**config.mk**
```make
export PLATFORM = sky130hd
export DESIGN_NAME = csp_sequencer
export DESIGN_NICKNAME = d
export VERILOG_FILES = /design/src/design/csp_pkg.sv /design/src/design/csp_sequencer.sv
export SDC_FILE = /design/constraint.sdc
export NUM_CORES = 1
export LEC_CHECK = 0
export ABC_CLOCK_PERIOD_IN_PS = 2200
export BUFFER_PORTS_ARGS = -buffer_cell sky130_fd_sc_hd__buf_2
export CELL_PAD_IN_SITES_DETAIL_PLACEMENT = 0
export CELL_PAD_IN_SITES_GLOBAL_PLACEMENT = 1
export CORE_ASPECT_RATIO = 0.75
export CORE_UTILIZATION = 35
export CTS_BUF_LIST = sky130_fd_sc_hd__clkbuf_8 sky130_fd_sc_hd__clkbuf_16
export DETAILED_ROUTE_END_ITERATION = 8
export GPL_TIMING_DRIVEN = 0
export PLACE_DENSITY = 0.83
export SYNTH_ARGS = -nofsm -noshare
export SYNTH_HDL_FRONTEND = slang
export SYNTH_SLANG_ARGS = --single-unit
```
**constraint.sdc**
```tcl
create_clock -name clk_i -period 2.2 [get_ports clk_i]
set_input_delay 0.44 -clock clk_i [delete_from_list [all_inputs] [get_ports clk_i]]
set_output_delay 0.44 -clock clk_i [all_outputs]
set_load 0.02 [all_outputs]
```
**src/design/csp_pkg.sv**
```systemverilog
// Shared types, constants and the control program of the context symbol predictor.
// Depends on nothing; every other design file imports it.
package csp_pkg;

  // Default configuration of the model
  localparam int unsigned ALPHABET_DEF = 16;
  localparam int unsigned ORDER_DEF    = 2;

  // Fixed field widths
  localparam int unsigned SYM_W  = 8;
  localparam int unsigned CNT_W  = 16;
  localparam int unsigned STEP_W = 4;

  typedef enum logic [1:0] {
    CMD_PREDICT = 2'd0,
    CMD_UPDATE  = 2'd1,
    CMD_CLEAR   = 2'd2,
    CMD_IGNORE  = 2'd3
  } cmd_e;

  typedef enum logic [1:0] {
    ST_OK        = 2'd0,
    ST_NO_HIST   = 2'd1,
    ST_SYM_RANGE = 2'd2,
    ST_CTX_RANGE = 2'd3
  } status_e;

  // Datapath action selected by one control word
  typedef enum logic [3:0] {
    ACT_NONE,
    ACT_IDLE,
    ACT_CHECK,
    ACT_READ,
    ACT_LOAD,
    ACT_SCAN,
    ACT_PRED,
    ACT_WRITE,
    ACT_CLEAR,
    ACT_RESULT
  } act_e;

  // Branch condition of one control word
  typedef enum logic [3:0] {
    C_NEVER,
    C_ALWAYS,
    C_NO_ACCEPT,
    C_IS_CLEAR,
    C_SKIP,
    C_IS_UPDATE,
    C_SCAN_MORE,
    C_CLR_MORE,
    C_OUT_BUSY
  } cond_e;

  typedef struct packed {
    act_e              act;
    cond_e             cond;
    logic [STEP_W-1:0] target;
  } ucode_t;

  // Status flags the datapath hands to the sequencer
  typedef struct packed {
    logic no_accept;
    logic is_clear;
    logic skip;
    logic is_update;
    logic scan_more;
    logic clr_more;
    logic out_busy;
  } cond_flags_t;

  // Program addresses
  localparam logic [STEP_W-1:0] STEP_RESULT = 4'd0;
  localparam logic [STEP_W-1:0] STEP_IDLE   = 4'd1;
  localparam logic [STEP_W-1:0] STEP_CHECK  = 4'd2;
  localparam logic [STEP_W-1:0] STEP_BRANCH = 4'd3;
  localparam logic [STEP_W-1:0] STEP_READ   = 4'd4;
  localparam logic [STEP_W-1:0] STEP_LOAD   = 4'd5;
  localparam logic [STEP_W-1:0] STEP_SCAN   = 4'd6;
  localparam logic [STEP_W-1:0] STEP_PRED   = 4'd7;
  localparam logic [STEP_W-1:0] STEP_WRITE  = 4'd8;
  localparam logic [STEP_W-1:0] STEP_CLR    = 4'd9;
  localparam logic [STEP_W-1:0] STEP_CLRX   = 4'd10;
  localparam logic [STEP_W-1:0] STEP_INIT   = 4'd11;
  localparam logic [STEP_W-1:0] STEP_INITX  = 4'd12;

  // Control store: a branch is taken when its condition holds, else fall through
  function automatic ucode_t ucode_rom(logic [STEP_W-1:0] step);
    ucode_t w;
    unique case (step)
      STEP_RESULT: w = '{ACT_RESULT, C_OUT_BUSY,  STEP_RESULT};
      STEP_IDLE:   w = '{ACT_IDLE,   C_NO_ACCEPT, STEP_IDLE};
      STEP_CHECK:  w = '{ACT_CHECK,  C_IS_CLEAR,  STEP_CLR};
      STEP_BRANCH: w = '{ACT_NONE,   C_SKIP,      STEP_RESULT};
      STEP_READ:   w = '{ACT_READ,   C_NEVER,     STEP_RESULT};
      STEP_LOAD:   w = '{ACT_LOAD,   C_IS_UPDATE, STEP_WRITE};
      STEP_SCAN:   w = '{ACT_SCAN,   C_SCAN_MORE, STEP_SCAN};
      STEP_PRED:   w = '{ACT_PRED,   C_ALWAYS,    STEP_RESULT};
      STEP_WRITE:  w = '{ACT_WRITE,  C_ALWAYS,    STEP_RESULT};
      STEP_CLR:    w = '{ACT_CLEAR,  C_CLR_MORE,  STEP_CLR};
      STEP_CLRX:   w = '{ACT_NONE,   C_ALWAYS,    STEP_RESULT};
      STEP_INIT:   w = '{ACT_CLEAR,  C_CLR_MORE,  STEP_INIT};
      STEP_INITX:  w = '{ACT_NONE,   C_ALWAYS,    STEP_IDLE};
      default:     w = '{ACT_NONE,   C_ALWAYS,    STEP_INIT};
    endcase
    return w;
  endfunction

endpackage

```
**src/design/csp_sequencer.sv**
```systemverilog
// Microcode sequencer: step counter, control store lookup and conditional branch.
// Depends on csp_pkg for the control word format and the program.
module csp_sequencer
  import csp_pkg::*;
(
  input  logic        clk_i,
  input  logic        rst_ni,
  input  cond_flags_t flags_i,
  output act_e        act_o
);

  logic [STEP_W-1:0] step_q, step_d;
  ucode_t            word;
  logic              take;

  assign word  = ucode_rom(step_q);
  assign act_o = word.act;

  // Evaluate the branch condition of the current word
  always_comb begin
    unique case (word.cond)
      C_NEVER:     take = 1'b0;
      C_ALWAYS:    take = 1'b1;
      C_NO_ACCEPT: take = flags_i.no_accept;
      C_IS_CLEAR:  take = flags_i.is_clear;
      C_SKIP:      take = flags_i.skip;
      C_IS_UPDATE: take = flags_i.is_update;
      C_SCAN_MORE: take = flags_i.scan_more;
      C_CLR_MORE:  take = flags_i.clr_more;
      C_OUT_BUSY:  take = flags_i.out_busy;
      default:     take = 1'b1;
    endcase
  end

  assign step_d = take ? word.target : step_q + STEP_W'(1);

  // Advance the step counter; start with the table sweep
  always_ff @(posedge clk_i or negedge rst_ni) begin
    if (!rst_ni) begin
      step_q <= STEP_INIT;
    end else begin
      step_q <= step_d;
    end
  end

  // Reset leaves the program at the initial sweep
  a_reset_start: assert property (@(posedge clk_i) $rose(rst_ni) |-> step_q == STEP_INIT)
    else $error("sequencer did not start at the table sweep");
  // A read is always followed by the load of its data
  a_read_load: assert property (@(posedge clk_i) disable iff (!rst_ni)
    act_o == ACT_READ |=> act_o == ACT_LOAD)
    else $error("memory read not followed by load");
  // Result step either waits or falls into idle
  a_result_next: assert property (@(posedge clk_i) disable iff (!rst_ni)
    act_o == ACT_RESULT |=> act_o == ACT_RESULT || act_o == ACT_IDLE)
    else $error("result step left to a wrong step");

endmodule

```
==> metrics <==
Remaining DRCs=0; Tot Pwr=0.00176 W; Final nets=121; Fin Hold WS=0.0171 ns; layout cells sized above 1=46.7%; final wirelength=1730 um; gpl congestion=0.831; Critical Path Slowest Stage Cell=dfstp_2; clk slew on worst S/H paths=0.03 ns; worst-margin pin slew=0.342 ns; drt via density=5.44; drt pass-1 iters=4; initial antenna violation count=0; final global-route overflow total=0; pwr/cell area=1930 mW/mm^2; status=finished, violations left; Fin. Hold Viols=0; diodes inserted=0; die height=39.7 um; EDFF count, synth=0; Buffers & Inverters on Critical Path=4; Post-DRT Antenna Nets=0; Largest Register=step_q; clk buf depth=2; Worst Skew=0.00311 ns; period utilization=104%; design area=913 sq um; unrepaired setup endpoints after global routing=yes; Largest regs=step_q: 4 flops; Max Transition Viols Final=0; commonest non-fill, non-tap cell in the layout=buf_4; via count=691; Die Width=52.3 um; synthesized cell area=664 sq um; max cap viols=0; Root Buffer=clkbuf_8; Startpoint Class=register; initial drt markers=12; Total GRT Usage=18.7%; VDD IR max=933 uV; Core Util, Final=52.0%; DP Wirelength=1120 um; min setup slack post-route=-0.0921 ns; row cnt=13; Syn-to-layout area delta=37.5%; cells after synthesis=79; Worst-Skew Late Latency=0.22 ns; max_slew headroom=77.2%; I/O pin cnt=13; Finish-stage setup viols=4; Main synth FF type=dfstp_2; slowest cell delay on critical path=0.53 ns; Layout fillers=167; Worst EP required=1.76 ns; worst-path cell chain=buf_6 > clkinvlp_4 > ha_4 > buf_6 > or3_1 > o21ai_1 > buf_4; failing checks=setup timing; H-tree depth=1; die area=0.00208 sq mm; largest net degree at the start of global routing=11; Synth Warn #=0; Tmin final=2.29 ns; critical path's most frequent cell=buf_6; CP max FO=7; core area=0.00176 sq mm; Leak=0.392 nW; Syn Area/Cell=8.41 sq um; wire per inst=13.6 um; DP Worst Slack=-0.0947 ns; fmax=0.436 GHz; Worst Setup End Kind=output pin; vias in the first global route=568; async set or reset register ratio after synthesis=100%; clock net sink count=4; post-place instance area=764 sq um; most frequent cells in the layout=buf_4, buf_2, nand2_1; global-route wire length before repair=2680 um; Crit Path Class=reg -> out; Initial Utilization=37.8%; CTS tree=built; CP delay by family, top=flip-flops; CTS Buf Count=3; worst hold path type=in -> async; multi-input logic area=514 sq um; FF/Latch Area=104 sq um; Syn Nets=94; library cells used by synthesis=38; input/output buffers=12; Seq/Total Area, Yosys=15.6%; Worst Path Arrival=1.85 ns; Largest register FFs=4; Synth Register Bits=4
-- per-stage QoR --
stage	setup TNS, ns	instances
floorplan	0	79
global placement	-0.239	113
detailed placement	-0.187	113
CTS	-0.176	125
global route	-0.570	127
finish	-0.257	127
-- where the power goes --
group          switching (W)  internal, W
Clock              0.0000384     0.000119
Combinational       0.000705     0.000738
Sequential         0.0000295     0.000129
-- cell type report --
type,count,share of cell area [%]
Buffer,6,6.85
Sequential cell,4,11.4
Multi-Input combinational cell,64,56.3
Clock inverter,1,0.411
Tap cell,22,3.01
Timing Repair Buffer,22,15.1
Clock buffer,3,4.52
Inverter,5,2.47
-- logic make-up after synthesis --
kind of cell / synth area share, %
simple gates: 23.7
mux: 4.52
xor+xnor: 1.32
fa+ha+maj: 11.3
flops: 15.6
buf+inv: 12.2
compound gates: 31.3
-- per-layer routing --
metal	share of wire (%)	up-vias	global-route usage, %
met2	49	17	31.3
met1	47	333	23.4
met5	0	-	0
met4	0.46	0	7.89
met3	3.6	2	3.49
li1	-	339	-
-- worst register-to-register path: stages (launching register included) --
cell and delay [ns]:
dfstp_2 0.53, buf_6 0.10, clkinvlp_4 0.12, ha_1 0.23, nor2b_1 0.16, a211o_1 0.28, a31oi_2 0.18, o21ai_2 0.12
nor2_4 0.18, mux2_4 0.31
-- worst paths after layout --
kind	to	from	slack, ns	cells past startpoint
min in group clk_i	step_q[0]	flags_i[2]	0.69	5
worst min register to register	step_q[3]	step_q[1]	0.77	3
worst min-delay path	step_q[2]	rst_ni	0.02	1
worst max register to register	step_q[3]	step_q[0]	-0.08	9
max in group asynchronous	step_q[0]	rst_ni	1.98	1
worst max-delay path	act_o[1]	step_q[0]	-0.09	7
-- cell usage after synthesis, types with 2 or more instances --
cell	number	area share [%]
nand2_1	7	4.0
ha_1	6	11
inv_1	5	2.8
nand2b_1	5	4.7
o21ai_0	5	3.8
a21oi_1	4	3.0
buf_6	3	5.1
dfstp_2	3	12
nor2b_1	3	2.8
o21ai_1	3	2.3
o22ai_1	3	2.8
a211o_1	2	2.6
buf_4	2	2.3
mux2_4	2	4.5
nand3b_1	2	2.3
nor3_1	2	1.5
-- what timing repair did --
| item | CTS | global route |
|---|---|---|
| setup endpoints to repair | 4 | 5 |
| hold buffers | 0 | 0 |
| pin swaps | 1 | 2 |
| resized for setup | 5 | 2 |
| buffers inserted | 8 | 2 |
Power figures use the tool's default switching activity.
